<file path="src/hw/rtl/ped_pkg.sv">
`default_nettype none

package ped_pkg;

    // default sizes of the top level
    localparam int NUM_TASKS_DEF   = 8;
    localparam int QUEUE_DEPTH_DEF = 4;
    localparam int DATA_WIDTH_DEF  = 32;

    // fixed field widths
    localparam int OP_W       = 2;
    localparam int IDX_W      = 3;
    localparam int ID_W       = 8;
    localparam int PRIO_W     = 3;
    localparam int KIND_W     = 2;
    localparam int OUT_DATA_W = 32;
    localparam int CFG_IDX_W  = 2;
    localparam int CFG_DATA_W = 64;

    // opcodes of an input item
    localparam logic [OP_W-1:0] OP_POST_TASK = 2'd0;
    localparam logic [OP_W-1:0] OP_POST_ID   = 2'd1;
    localparam logic [OP_W-1:0] OP_SCHEDULE  = 2'd2;

    // kinds of a result item
    localparam logic [KIND_W-1:0] KIND_DISPATCH = 2'd0;
    localparam logic [KIND_W-1:0] KIND_QUEUED   = 2'd1;
    localparam logic [KIND_W-1:0] KIND_REJECT   = 2'd2;
    localparam logic [KIND_W-1:0] KIND_DONE     = 2'd3;

    // configuration register indexes
    localparam logic [CFG_IDX_W-1:0] REG_TASK_ENABLE = 2'd0;
    localparam logic [CFG_IDX_W-1:0] REG_TASK_PRIO   = 2'd1;
    localparam logic [CFG_IDX_W-1:0] REG_TASK_IDS    = 2'd2;

    // priority that bypasses the queue
    localparam logic [PRIO_W-1:0] PRIO_VERY_HIGH = 3'd7;

endpackage

`default_nettype wire

</file>
<file path="src/hw/rtl/priority_event_dispatcher.sv">
// channel   | valid        | stall        | payload
// ----------+--------------+--------------+------------------------------------------
// input     | i_in_valid   | o_in_stall   | i_opcode i_task_index i_event_id i_event_data
// result    | o_out_valid  | i_out_stall  | o_kind o_out_task o_out_data o_executed o_last
// config    | i_cfg_we     | -            | i_cfg_index i_cfg_data
//
// an item is taken in S_IDLE and no new item is taken until the sequencer is back there;
// a post gives one result per target slot, and a schedule pops each word in S_SCHED
// and hands it out in S_READ after the registered store read, then ends with the done item
// reset is synchronous: queues empty, event store contents left as they are
// a stalled result holds in the output register and the sequencer waits on it

`default_nettype none

module priority_event_dispatcher import ped_pkg::*; #(
    parameter int NUM_TASKS   = NUM_TASKS_DEF,
    parameter int QUEUE_DEPTH = QUEUE_DEPTH_DEF,
    parameter int DATA_WIDTH  = DATA_WIDTH_DEF
) (
    input  wire logic                  i_clk,
    input  wire logic                  i_rst_n,
    // input items
    input  wire logic                  i_in_valid,
    output logic                       o_in_stall,
    input  wire logic [OP_W-1:0]       i_opcode,
    input  wire logic [IDX_W-1:0]      i_task_index,
    input  wire logic [ID_W-1:0]       i_event_id,
    input  wire logic [OUT_DATA_W-1:0] i_event_data,
    // result items
    output logic                       o_out_valid,
    input  wire logic                  i_out_stall,
    output logic      [KIND_W-1:0]     o_kind,
    output logic      [IDX_W-1:0]      o_out_task,
    output logic      [OUT_DATA_W-1:0] o_out_data,
    output logic                       o_executed,
    output logic                       o_last,
    // configuration writes
    input  wire logic                  i_cfg_we,
    input  wire logic [CFG_IDX_W-1:0]  i_cfg_index,
    input  wire logic [CFG_DATA_W-1:0] i_cfg_data
);

    localparam int DEPTH = NUM_TASKS * QUEUE_DEPTH;
    localparam int AW    = (DEPTH > 1) ? $clog2(DEPTH) : 1;
    localparam int TIW   = (NUM_TASKS > 1) ? $clog2(NUM_TASKS) : 1;
    localparam int HW    = (QUEUE_DEPTH > 1) ? $clog2(QUEUE_DEPTH) : 1;
    localparam int CW    = $clog2(QUEUE_DEPTH + 1);

    typedef enum logic [2:0] {
        S_IDLE,
        S_REJECT,
        S_POST,
        S_SCHED,
        S_READ
    } t_state;

    t_state                       r_state;
    logic [NUM_TASKS-1:0]         r_enable;
    logic [NUM_TASKS*PRIO_W-1:0]  r_prio;
    logic [NUM_TASKS*ID_W-1:0]    r_ids;
    logic [HW-1:0]                r_head  [NUM_TASKS];
    logic [CW-1:0]                r_count [NUM_TASKS];
    logic [NUM_TASKS-1:0]         r_mask;
    logic [DATA_WIDTH-1:0]        r_data;
    logic [IDX_W-1:0]             r_rej_task;
    logic [TIW-1:0]               r_rd_task;
    logic                         r_exec;

    logic                         r_out_valid;
    logic [KIND_W-1:0]            r_kind;
    logic [IDX_W-1:0]             r_task;
    logic [OUT_DATA_W-1:0]        r_out_data;
    logic                         r_executed;
    logic                         r_last;

    logic                         w_out_free;
    logic                         w_out_load;
    logic [NUM_TASKS-1:0]         w_ready_mask;
    logic [NUM_TASKS-1:0]         w_id_match;
    logic [NUM_TASKS-1:0]         w_pick_mask;
    logic [NUM_TASKS-1:0]         w_mask_rest;
    logic                         w_found;
    logic [TIW-1:0]               w_sel;
    logic [PRIO_W-1:0]            w_sel_prio;
    logic [HW-1:0]                w_sel_head;
    logic [CW-1:0]                w_sel_count;
    logic                         w_sel_full;
    logic [CW:0]                  w_sum;
    logic [HW-1:0]                w_pos;
    logic [AW-1:0]                w_base;
    logic [AW-1:0]                w_waddr;
    logic [AW-1:0]                w_raddr;
    logic                         w_mem_we;
    logic                         w_mem_re;
    logic [DATA_WIDTH-1:0]        w_rdata;
    logic                         w_idx_ok;
    logic [NUM_TASKS-1:0]         w_new_enable;

    // handshake helpers
    assign w_out_free = !r_out_valid || !i_out_stall;
    assign o_in_stall = (r_state != S_IDLE);

    // a new result enters the output register this cycle
    assign w_out_load = w_out_free && ((r_state == S_REJECT) || (r_state == S_POST)
                        || (r_state == S_READ) || ((r_state == S_SCHED) && !w_found));

    // per-slot flags
    always_comb begin
        for (int t = 0; t < NUM_TASKS; t++) begin
            w_ready_mask[t] = r_enable[t] && (r_count[t] != '0);
            w_id_match[t]   = r_enable[t] && (r_ids[t*ID_W +: ID_W] == i_event_id);
        end
    end

    assign w_idx_ok = ({1'b0, i_task_index} < (IDX_W + 1)'(NUM_TASKS))
                      && r_enable[i_task_index[TIW-1:0]];

    // next slot in dispatch order
    assign w_pick_mask = (r_state == S_POST) ? r_mask : w_ready_mask;

    ped_pick #(
        .NUM_TASKS (NUM_TASKS),
        .TIW       (TIW)
    ) u_pick (
        .i_mask  (w_pick_mask),
        .i_prio  (r_prio),
        .o_found (w_found),
        .o_sel   (w_sel)
    );

    assign w_sel_prio  = r_prio[w_sel*PRIO_W +: PRIO_W];
    assign w_sel_head  = r_head[w_sel];
    assign w_sel_count = r_count[w_sel];
    assign w_sel_full  = (w_sel_count >= CW'(QUEUE_DEPTH));
    assign w_mask_rest = r_mask & ~(NUM_TASKS'(1) << w_sel);

    // tail position wraps once at most
    assign w_sum   = (CW + 1)'(w_sel_head) + (CW + 1)'(w_sel_count);
    assign w_pos   = (w_sum >= (CW + 1)'(QUEUE_DEPTH)) ? HW'(w_sum - (CW + 1)'(QUEUE_DEPTH))
                                                       : HW'(w_sum);
    assign w_base  = AW'(w_sel) * AW'(QUEUE_DEPTH);
    assign w_waddr = w_base + AW'(w_pos);
    assign w_raddr = w_base + AW'(w_sel_head);

    // the sequencer never writes and reads the store in one phase
    assign w_mem_we = (r_state == S_POST) && w_out_free && w_found
                      && (w_sel_prio != PRIO_VERY_HIGH) && !w_sel_full;
    assign w_mem_re = (r_state == S_SCHED) && w_found;

    ped_store #(
        .DEPTH (DEPTH),
        .AW    (AW),
        .DW    (DATA_WIDTH)
    ) u_store (
        .i_clk   (i_clk),
        .i_we    (w_mem_we),
        .i_waddr (w_waddr),
        .i_wdata (r_data),
        .i_re    (w_mem_re),
        .i_raddr (w_raddr),
        .o_rdata (w_rdata)
    );

    assign w_new_enable = i_cfg_data[NUM_TASKS-1:0];

    // sequencer, queue pointers, configuration and output register
    always_ff @(posedge i_clk) begin
        if (!i_rst_n) begin
            r_state     <= S_IDLE;
            r_out_valid <= 1'b0;
            r_enable    <= '0;
            r_prio      <= '0;
            r_ids       <= '0;
            r_exec      <= 1'b0;
            for (int t = 0; t < NUM_TASKS; t++) begin
                r_head[t]  <= '0;
                r_count[t] <= '0;
            end
        end else begin
            // output register: load a new result or let the taken one go
            if (w_out_load) begin
                r_out_valid <= 1'b1;
            end else if (!i_out_stall) begin
                r_out_valid <= 1'b0;
            end

            // register writes; a slot that becomes enabled starts empty
            if (i_cfg_we) begin
                case (i_cfg_index)
                    REG_TASK_ENABLE: begin
                        for (int t = 0; t < NUM_TASKS; t++) begin
                            if (w_new_enable[t] && !r_enable[t]) begin
                                r_head[t]  <= '0;
                                r_count[t] <= '0;
                            end
                        end
                        r_enable <= w_new_enable;
                    end
                    REG_TASK_PRIO: begin
                        r_prio <= i_cfg_data[NUM_TASKS*PRIO_W-1:0];
                    end
                    REG_TASK_IDS: begin
                        r_ids <= i_cfg_data[NUM_TASKS*ID_W-1:0];
                    end
                    default: begin
                    end
                endcase
            end

            unique case (r_state)
                S_IDLE: begin
                    if (i_in_valid) begin
                        r_data <= i_event_data[DATA_WIDTH-1:0];
                        case (i_opcode)
                            OP_POST_TASK: begin
                                if (w_idx_ok) begin
                                    r_mask  <= NUM_TASKS'(1) << i_task_index[TIW-1:0];
                                    r_state <= S_POST;
                                end else begin
                                    r_rej_task <= i_task_index;
                                    r_state    <= S_REJECT;
                                end
                            end
                            OP_POST_ID: begin
                                if (w_id_match != '0) begin
                                    r_mask  <= w_id_match;
                                    r_state <= S_POST;
                                end
                            end
                            OP_SCHEDULE: begin
                                r_exec  <= 1'b0;
                                r_state <= S_SCHED;
                            end
                            default: begin
                            end
                        endcase
                    end
                end

                // post to a disabled or absent slot
                S_REJECT: begin
                    if (w_out_free) begin
                        r_kind      <= KIND_REJECT;
                        r_task      <= r_rej_task;
                        r_out_data  <= '0;
                        r_executed  <= 1'b0;
                        r_last      <= 1'b1;
                        r_state     <= S_IDLE;
                    end
                end

                // one target slot per cycle while the output register is free, dispatched, queued or full
                S_POST: begin
                    if (w_out_free) begin
                        r_task      <= IDX_W'(w_sel);
                        r_executed  <= 1'b0;
                        r_last      <= (w_mask_rest == '0);
                        r_mask      <= w_mask_rest;
                        if (w_sel_prio == PRIO_VERY_HIGH) begin
                            r_kind     <= KIND_DISPATCH;
                            r_out_data <= OUT_DATA_W'(r_data);
                        end else if (w_sel_full) begin
                            r_kind     <= KIND_REJECT;
                            r_out_data <= '0;
                        end else begin
                            r_kind         <= KIND_QUEUED;
                            r_out_data     <= '0;
                            r_count[w_sel] <= w_sel_count + CW'(1);
                        end
                        if (w_mask_rest == '0) begin
                            r_state <= S_IDLE;
                        end
                    end
                end

                // pop the head of the best non-empty queue, or finish
                S_SCHED: begin
                    if (w_found) begin
                        r_head[w_sel]  <= (w_sel_head == HW'(QUEUE_DEPTH - 1))
                                          ? '0 : w_sel_head + HW'(1);
                        r_count[w_sel] <= w_sel_count - CW'(1);
                        r_rd_task      <= w_sel;
                        r_state        <= S_READ;
                    end else if (w_out_free) begin
                        r_kind      <= KIND_DONE;
                        r_task      <= '0;
                        r_out_data  <= '0;
                        r_executed  <= r_exec;
                        r_last      <= 1'b1;
                        r_state     <= S_IDLE;
                    end
                end

                // store word is back, hand it out
                S_READ: begin
                    if (w_out_free) begin
                        r_kind      <= KIND_DISPATCH;
                        r_task      <= IDX_W'(r_rd_task);
                        r_out_data  <= OUT_DATA_W'(w_rdata);
                        r_executed  <= 1'b0;
                        r_last      <= 1'b0;
                        r_exec      <= 1'b1;
                        r_state     <= S_SCHED;
                    end
                end

                default: begin
                    r_state <= S_IDLE;
                end
            endcase
        end
    end

    assign o_out_valid = r_out_valid;
    assign o_kind      = r_kind;
    assign o_out_task  = r_task;
    assign o_out_data  = r_out_data;
    assign o_executed  = r_executed;
    assign o_last      = r_last;

endmodule

`default_nettype wire

</file>
<file path="src/hw/rtl/ped_store.sv">
`default_nettype none

module ped_store import ped_pkg::*; #(
    parameter int DEPTH = NUM_TASKS_DEF * QUEUE_DEPTH_DEF,
    parameter int AW    = (DEPTH > 1) ? $clog2(DEPTH) : 1,
    parameter int DW    = DATA_WIDTH_DEF
) (
    input  wire logic          i_clk,
    input  wire logic          i_we,
    input  wire logic [AW-1:0] i_waddr,
    input  wire logic [DW-1:0] i_wdata,
    input  wire logic          i_re,
    input  wire logic [AW-1:0] i_raddr,
    output logic      [DW-1:0] o_rdata
);

    logic [DW-1:0] r_mem [DEPTH];
    logic [DW-1:0] r_rdata;

    // one write port, one registered read port; read data holds between reads
    always_ff @(posedge i_clk) begin
        if (i_we) begin
            r_mem[i_waddr] <= i_wdata;
        end
        if (i_re) begin
            r_rdata <= r_mem[i_raddr];
        end
    end

    assign o_rdata = r_rdata;

endmodule

`default_nettype wire

</file>
<file path="src/hw/rtl/ped_pick.sv">
`default_nettype none

module ped_pick import ped_pkg::*; #(
    parameter int NUM_TASKS = NUM_TASKS_DEF,
    parameter int TIW       = (NUM_TASKS > 1) ? $clog2(NUM_TASKS) : 1
) (
    input  wire logic [NUM_TASKS-1:0]        i_mask,
    input  wire logic [NUM_TASKS*PRIO_W-1:0] i_prio,
    output logic                             o_found,
    output logic      [TIW-1:0]              o_sel
);

    // highest priority wins, the higher slot on a tie
    always_comb begin
        logic              found;
        logic [TIW-1:0]    sel;
        logic [PRIO_W-1:0] best;
        found = 1'b0;
        sel   = '0;
        best  = '0;
        for (int t = 0; t < NUM_TASKS; t++) begin
            if (i_mask[t] && (!found || i_prio[t*PRIO_W +: PRIO_W] >= best)) begin
                found = 1'b1;
                best  = i_prio[t*PRIO_W +: PRIO_W];
                sel   = TIW'(t);
            end
        end
        o_found = found;
        o_sel   = sel;
    end

endmodule

`default_nettype wire
</file>
<file path="config.mk">
export PLATFORM = sky130hd
export DESIGN_NAME = priority_event_dispatcher
export DESIGN_NICKNAME = d
export VERILOG_FILES = /design/src/hw/rtl/ped_pkg.sv /design/src/hw/rtl/priority_event_dispatcher.sv /design/src/hw/rtl/ped_store.sv /design/src/hw/rtl/ped_pick.sv
export SDC_FILE = /design/constraint.sdc
export NUM_CORES = 2
export LEC_CHECK = 0
export BUFFER_PORTS_ARGS = -buffer_cell sky130_fd_sc_hd__buf_2
export CAP_MARGIN = 30
export CELL_PAD_IN_SITES_DETAIL_PLACEMENT = 0
export CELL_PAD_IN_SITES_GLOBAL_PLACEMENT = 1
export CORE_ASPECT_RATIO = 0.5
export CORE_MARGIN = 2
export CORE_UTILIZATION = 48
export DETAILED_ROUTE_END_ITERATION = 16
export PLACE_DENSITY = 0.83
export SLEW_MARGIN = 20
export SYNTH_ARGS = -nofsm -noshare
export SYNTH_HDL_FRONTEND = slang
export SYNTH_HIERARCHICAL = 1
export SYNTH_SLANG_ARGS = --single-unit
</file>
<file path="constraint.sdc">
create_clock -name i_clk -period 14.2 [get_ports i_clk]
set_input_delay 0 -clock i_clk [delete_from_list [all_inputs] [get_ports i_clk]]
set_output_delay 0 -clock i_clk [all_outputs]
set_load 0.05 [all_outputs]
</file>
After elaboration in Yosys (flattened, before gate mapping)
Memory sizes are Yosys's and may differ from the RTL's. A register that Yosys moved wholly into a read port is not among the register bits.
Cells that the tools add are included.
{"block": "op_classes", "addsub": 7, "mul": 1, "div_mod_pow": 0, "magnitude_cmp": 10, "n_eq_ne": 33, "shifts": 3, "muxes": 147, "bitwise_logic": 20, "reduce_logical": 99}
{"operator": "$mux W32", "count": 5}
{"operator": "$pmux W32 S4", "count": 1}
{"operator": "$mux W3", "count": 32}
{"operator": "$mux W1", "count": 74}
{"operator": "$eq A8 B8 Y1", "count": 8}
{"operator": "$mux W2", "count": 20}
{"operator": "$mux W8", "count": 5}
{"operator": "$logic_and A1 B1 Y1", "count": 38}
{"operator": "$pmux W8 S2", "count": 2}
{"operator": "$reduce_bool A3 Y1", "count": 9}
{"operator": "$shiftx A24 B6 Y3", "count": 1}
{"operator": "$ge A3 B3 Y1", "count": 7}
{"operator": "$logic_not A1 Y1", "count": 19}
{"operator": "$or A1 B1 Y1", "count": 17}
{"operator": "$shl A1 B3 Y8 const A", "count": 2}
{"operator": "$pmux W3 S5", "count": 1}
{"operator": "$reduce_and A5 Y1", "count": 3}
{"operator": "$reduce_and A7 Y1", "count": 2}
{"operator": "$ne A2 B2 Y1 const B", "count": 6}
{"operator": "$pmux W3 S4", "count": 1}
{"operator": "$logic_or A1 B1 Y1", "count": 11}
{"operator": "$add A5 B2 Y5", "count": 2}
{"operator": "$ne A3 B3 Y1 const B", "count": 3}
{"operator": "$pmux W3 S3", "count": 1}
{"operator": "35 further kinds", "count": 50}
{"block": "word_totals", "regBits": 186, "latch_bits": 0, "mem_bits_rw": 1064, "romBits": 0, "in_bits": 116, "output_inout_bits": 41, "wordCells": 338, "n_memories": 3}
{"memory": "u_store.r_mem", "words": 32, "width": 32, "read_ports": 1, "rd_ports_with_merged_regs": 1, "wr": 1, "line_no": "ped_store.sv:17", "source": "logic [DW-1:0] r_mem [DEPTH];"}
{"memory": "r_count", "words": 8, "width": 3, "read_ports": 9, "rd_ports_with_merged_regs": 0, "wr": 9, "line_no": "priority_event_dispatcher.sv:62", "source": "logic [CW-1:0] r_count [NUM_TASKS];"}
{"memory": "r_head", "words": 8, "width": 2, "read_ports": 1, "rd_ports_with_merged_regs": 0, "wr": 9, "line_no": "priority_event_dispatcher.sv:61", "source": "logic [HW-1:0] r_head [NUM_TASKS];"}

Longest topological paths before layout
An unclocked memory read counts as a cell.
{"block": "depth", "word_depth": 42, "mapped_depth": 66, "ltp_nobuf": 58}

Hierarchy
The synthesis kept the hierarchy.
{"module": "ped_store", "instances": 1, "cells_per_inst": 2260, "area_each_um2": 40807.9, "seq_area_each_um2": 31710.4}
{"module": "priority_event_dispatcher", "instances": 1, "cells_per_inst": 1017, "area_each_um2": 10540.1, "seq_area_each_um2": 5775.5}
{"module": "ped_pick", "instances": 1, "cells_per_inst": 135, "area_each_um2": 972.2, "seq_area_each_um2": 0.0}

Worst setup path after synthesis
Ideal clock, no wire load.
{"block": "synth_timing", "kind": "register to register", "startpoint": "register r_state[2]", "endpoint": "memory u_store/r_mem[28][0] (netlist bit), enable pin", "setup_time_ps": 421, "arrival_time_ps": 13135, "required_ps": 13779, "slack_ps": 644, "path_stages_with_launch": 63, "path_buffers": 8, "synth_period_minus_slack_ps": 13556, "path_cell_list": "dfxtp_1 nand2b_1 nor2_1 clkbuf_1 buf_1 nand2_1 o21ai_0 nand2_1 ha_1 nand2_1 o211ai_1 nand2_1 o2bb2ai_1 ha_1 nand2b_1 a2111oi_4 o22ai_1 a21oi_1 [27 not listed] o21ai_0 ha_1 nand2b_1 a21oi_1 nor2b_1 o31ai_1 and2_1 o31ai_1 buf_4 buf_2 buf_2 mux4_2 mux2_2 ha_1 xor2_1 or3b_2 clkbuf_1 nor2_1"}
{"block": "synth_via", "word_cells_on_any_way": 70}
{"item": "start, declared", "line_no": "priority_event_dispatcher.sv:57", "source": "t_state r_state;"}
{"item": "start signal, assigned", "line_no": "priority_event_dispatcher.sv:169", "source": "r_state <= S_IDLE;"}
{"item": "start signal, assigned", "line_no": "priority_event_dispatcher.sv:218", "source": "r_state <= S_POST;"}
{"item": "start signal, assigned", "line_no": "priority_event_dispatcher.sv:221", "source": "r_state <= S_REJECT;"}
{"item": "$eq A3 B2 Y1 (*)", "line_no": "priority_event_dispatcher.sv:119", "source": "assign w_pick_mask = (r_state == S_POST) ? r_mask : w_ready_mask;"}
{"item": "$mux W8 (*)", "line_no": "priority_event_dispatcher.sv:119"}
{"item": "net w_pick_mask[0]", "line_no": "priority_event_dispatcher.sv:80", "source": "logic [NUM_TASKS-1:0] w_pick_mask;"}
{"item": "$mux W3 or $mux W1 (tied branches)", "line_no": "ped_pick.sv:22", "source": "if (i_mask[t] && (!found || i_prio[t*PRIO_W +: PRIO_W] >= best)) begin"}
{"item": "$ge A3 B3 Y1 or $logic_not A1 Y1 (tied branches)", "line_no": "ped_pick.sv:22"}
{"item": "$logic_or A1 B1 Y1", "line_no": "ped_pick.sv:22"}
{"item": "$logic_and A1 B1 Y1", "line_no": "ped_pick.sv:22"}
{"item": "$mux W3 or $mux W1 (tied branches)", "line_no": "ped_pick.sv:22"}
{"item": "[22 not listed]"}
{"item": "$logic_and A1 B1 Y1", "line_no": "ped_pick.sv:22"}
{"item": "$mux W3 (*)", "line_no": "ped_pick.sv:22"}
{"item": "$mem_v2 Z8 W2 or $mem_v2 Z8 W3 (tied branches)"}
{"item": "$add A2 B3 Y4 (*)", "line_no": "priority_event_dispatcher.sv:138", "source": "assign w_sum = (CW + 1)'(w_sel_head) + (CW + 1)'(w_sel_count);"}
{"item": "$ge A4 B3 Y1 or $sub A2 B1 Y2 (tied branches)", "line_no": "priority_event_dispatcher.sv:139", "source": "assign w_pos = (w_sum >= (CW + 1)'(QUEUE_DEPTH)) ? HW'(w_sum - (CW + 1)'(QUEUE_DEPTH))"}
{"item": "$mux W2 (*)", "line_no": "priority_event_dispatcher.sv:139"}
{"item": "net w_pos[1]", "line_no": "priority_event_dispatcher.sv:89", "source": "logic [HW-1:0] w_pos;"}
{"item": "$add A5 B2 Y5 (*)", "line_no": "priority_event_dispatcher.sv:142", "source": "assign w_waddr = w_base + AW'(w_pos);"}
{"item": "end, declared", "line_no": "ped_store.sv:17"}
Mark *: on every way through the listed nets, which the timed path passes. The rest lies on a longest branch.

Worst setup path in the final report
{"block": "layout_timing", "startpoint": "register r_state[2]", "endpoint": "register u_store.r_rdata[25] (netlist: u_store/o_rdata[25]) (read register of u_store.r_mem) (data pin)"}
{"block": "layout_via", "elab_chain_len": 33, "word_cells_on_any_way": 56}
{"item": "$eq A3 B2 Y1 (*)", "line_no": "priority_event_dispatcher.sv:119"}
{"item": "$mux W8 (*)", "line_no": "priority_event_dispatcher.sv:119"}
{"item": "net w_pick_mask[0]", "line_no": "priority_event_dispatcher.sv:80"}
{"item": "$mux W3 or $mux W1 (tied branches)", "line_no": "ped_pick.sv:22"}
{"item": "$ge A3 B3 Y1 or $logic_not A1 Y1 (tied branches)", "line_no": "ped_pick.sv:22"}
{"item": "$logic_or A1 B1 Y1", "line_no": "ped_pick.sv:22"}
{"item": "$logic_and A1 B1 Y1", "line_no": "ped_pick.sv:22"}
{"item": "$mux W3 or $mux W1 (tied branches)", "line_no": "ped_pick.sv:22"}
{"item": "[19 not listed]"}
{"item": "$mux W3 or $mux W1 (tied branches)", "line_no": "ped_pick.sv:22"}
{"item": "$ge A3 B3 Y1 or $logic_not A1 Y1 (tied branches)", "line_no": "ped_pick.sv:22"}
{"item": "$logic_or A1 B1 Y1", "line_no": "ped_pick.sv:22"}
{"item": "$logic_and A1 B1 Y1", "line_no": "ped_pick.sv:22"}
{"item": "$mux W3 (*)", "line_no": "ped_pick.sv:22"}
{"item": "$mem_v2 Z8 W2"}
{"item": "$add A5 B2 Y5 (*)", "line_no": "priority_event_dispatcher.sv:143", "source": "assign w_raddr = w_base + AW'(w_sel_head);"}
{"item": "net w_raddr[3]", "line_no": "priority_event_dispatcher.sv:92", "source": "logic [AW-1:0] w_raddr;"}
{"item": "end, declared", "line_no": "ped_store.sv:18", "source": "logic [DW-1:0] r_rdata;"}
Marks and branches as above.
A chain may end at the register's enable or synchronous reset.

==> results.py <==
metrics = {
    "final_layout": {
        "syn_to_final_growth_pct": 17.2,
        "fill_cells": 8168,
        "post-route-util": 0.569,
        "diodes": 0,
        "drive_gt1_frac": 0.142,
        "fin_nets": 3956,
    },
    "hold_path": {
        "min_path_type": "input pin to flop",
    },
    "yosys": {
        "yosysWarnings": 6,
        "synthArstFlopShare": 0,
        "synth_edf_count": 1181,
        "syn_area_um2": 52300,
        "synth-seq-cells": 1282,
        "ys_types": 69,
        "ys_seq_area_frac": 0.716,
        "synth_ff_type": "edfxtp_1",
        "synth_area_per_cell_um2": 15.3,
        "syn_nets": 3555,
        "synthCells": 3412,
    },
    "setup_path": {
        "cp_top_family": "compound AO/OA/AOI/OAI gates",
        "crit_path_start_kind": "flop",
        "slowest_delay_ps": 430,
        "arrival_ps": 13590,
        "cp_slowest_cell": "buf_4",
        "worstPathRequired_ps": 14600,
        "critPathCaptureType": "flop",
        "path_buf_inv": 4,
        "crit_fanout": 28,
        "path_common_cell": "ha_1",
        "crit_type": "flop to flop",
    },
    "run": {
        "maxCapViolations": 0,
    },
    "grt": {
        "grt_max_degree": 131,
        "busiest_layer": "met2",
        "grt-ovfl-total": 0,
        "grt_use_met1": 0.340,
        "track_usage": 0.239,
        "use_met3": 0.0436,
        "antenna_found_initial": 1,
        "grt_pass1_wl_um": 200000,
        "grt_pass1_vias": 31032,
        "met2_usage": 0.380,
    },
    "die": {
        "num_io_pins": 157,
        "die_y_um": 237,
        "start_util": 0.485,
        "rows": 85,
        "die_w_um": 471,
        "die-area_um2": 112000,
        "core_area_um2": 108000,
    },
    "sta": {
        "hold_viol_final": 0,
        "tightest_slew_ps": 1140,
        "final_max_slew_viol_count": 0,
        "clock_skew_ps": 80.1,
        "setup_violations": 0,
        "period_share": 0.929,
        "fin_hold_ws_ps": 58.6,
        "layout_min_cycle_time_ps": 13190,
        "slew_headroom": 0.239,
        "postLayoutSetupSlackWorst_ps": 1010,
        "fmax_mhz": 75.8,
    },
    "pwr": {
        "power_density_nw_per_um2": 149,
        "worst_ir_drop_vdd_v": 0.000127,
        "leakage_uw": 0.0205,
    },
    "place": {
        "portBuffers": 156,
        "gp_congestion": 0.836,
        "dp_hpwl_um": 81700,
        "place_ws_ps": 578,
    },
    "cts": {
        "cts_made_buffers": 108,
        "cts_tree": "built",
        "ctsHtreeMaxLevel": 3,
        "clock-root-buffer": "clkbuf_16",
        "clk_pin_slew_ps": 70,
        "clock_sinks": 1282,
        "insertion_delay_ps": 760,
        "clk_path_buf_depth": 3,
    },
    "detailed_routing": {
        "drt-initial-drc-count": 3572,
        "ant_nets": 0,
        "viasPerCell": 5.92,
        "routed_wirelength_um": 136000,
        "drc_errors": 0,
        "dr.pass1.iters": 6,
        "vias": 31618,
        "avgRoutedWirePerCell_um": 25.4,
    },
    "outcome": {
        "status": "finished, final reports clean",
    },
}
## area by class of cell
type / instances / area [µm²] / share of cell area
clock buffer: 129 / 2800 / 0.0457
timing repair buffer: 499 / 4390 / 0.0716
tap: 1435 / 1800 / 0.0293
multi-input combinational: 1901 / 14000 / 0.229
clock inverter: 74 / 761 / 0.0124
inverter: 21 / 78.8 / 0.00129
sequential: 1282 / 37500 / 0.611
## logic make-up (layout without fill, tap and decap cells)
family          count (synthesis)  count (layout)  synth area share
compound gates                549             549            0.0744
mux                           534             534             0.106
fa+ha+maj                      27              27           0.00660
simple gates                  723             723            0.0634
xor+xnor                       68              68            0.0114
buf+inv                       229             723            0.0221
flops                        1282            1282             0.716
## flip-flops by register name, summed over array words and instances (netlist names), 8 cells and up
signal           count
r_enable             8
r_prio              24
u_store/o_rdata     32
r_ids               64
u_store/r_mem     1024
r_data              32
r_mask               8
o_out_data          32
r_head              16
r_count             24
## metal layers
| metal | share of wire | vias up |
|---|---|---|
| li1 | - | 13936 |
| met1 | 0.42 | 16090 |
| met2 | 0.47 | 1394 |
| met3 | 0.084 | 198 |
| met4 | 0.022 | 0 |
| met5 | 0 | - |
## placed cells by master (no fill, tap or decap), types with 31 or more instances in the layout
cell type	synthesis	routed
nor2_4	0	33
xnor2_1	60	60
clkinv_1	1	31
a22oi_1	101	101
a31oi_1	35	35
edfxtp_1	1181	1181
a22o_1	96	96
a21boi_0	99	99
o21ai_0	34	33
nor3_1	56	56
nand3_1	123	123
a21oi_1	114	113
dfxtp_1	101	101
buf_4	33	101
mux2i_1	514	514
buf_2	44	157
nand2_1	342	341
dlygate4sd3_1	0	190
nor2_1	83	49
clkbuf_16	0	108
## metrics by stage
stage	cells	total power [µW]	setup TNS, ps	area [µm²]
after floorplan	3412	5640	0	52300
after global placement	4915	6130	0	55300
after detailed placement	4931	6170	0	55600
after CTS	5324	9160	0	61100
after global routing	5341	9470	-28.5	61300
final	5341	9170	0	61300
## cell usage after synthesis (all sizes together), types with 2 or more instances
library cell / count / share of area
and2: 13 / 0.0016
inv: 20 / 0.0014
a21boi: 99 / 0.014
a21oi: 114 / 0.011
nand4: 13 / 0.0016
o21ai: 35 / 0.0033
buf: 104 / 0.013
mux4: 13 / 0.0056
or2: 6 / 0.00077
a22oi: 101 / 0.014
dfxtp: 101 / 0.039
nand2: 342 / 0.025
ha: 26 / 0.0062
nand2b: 16 / 0.0019
mux2: 6 / 0.0013
o221ai: 2 / 0.00033
edfxtp: 1181 / 0.68
nor4: 9 / 0.0011
nor2: 85 / 0.0062
o31ai: 15 / 0.0023
nor2b: 11 / 0.0013
o21a: 3 / 0.00043
nor4b: 6 / 0.0010
nor4bb: 3 / 0.00057
o21bai: 10 / 0.0014
a221oi: 2 / 0.00057
o22ai: 9 / 0.0011
o211ai: 11 / 0.0016
xor2: 8 / 0.0013
a31oi: 35 / 0.0042
a211oi: 3 / 0.00043
o2111ai: 2 / 0.00033
nand3b: 15 / 0.0022
nor3: 57 / 0.0055
and3: 9 / 0.0011
nor3b: 2 / 0.00029
mux2i: 515 / 0.099
clkbuf: 104 / 0.0076
or3b: 5 / 0.00088
and3b: 2 / 0.00033
a22o: 96 / 0.016
nand3: 123 / 0.012
a21o: 3 / 0.00043
xnor2: 60 / 0.010
or3: 4 / 0.00048
## worst paths after layout
check               from                  end  slack (ps)  depth (start not counted)
min          i_opcode[0]        r_rej_task[2]          60                          6
max reg2reg   r_state[2]  u_store/o_rdata[25]        1010                         58
max           r_state[2]  u_store/o_rdata[25]        1010                         58
min reg2reg    r_ids[21]            r_ids[21]         480                          2
## report_power, final
| part | internal (µW) | total, µW | switching [µW] |
|---|---|---|---|
| sequential | 4180 | 4220 | 33.5 |
| clock | 1620 | 3000 | 1380 |
| combinational | 755 | 1950 | 1200 |
## worst min-delay path, delay by kind of cell
family / cells / cell delay [ps]
buffers and inverters: 3 / 200
and+or+nand+nor: 2 / 170
adders and majority gates: 1 / 210
## what timing repair did
action,in CTS,in global routing
resized for setup,0,10
buffers inserted,0,8
hold endpoints to repair,150,0
setup endpoints to repair,0,1022
hold buffers,190,0
Power figures use the tool's default switching activity.
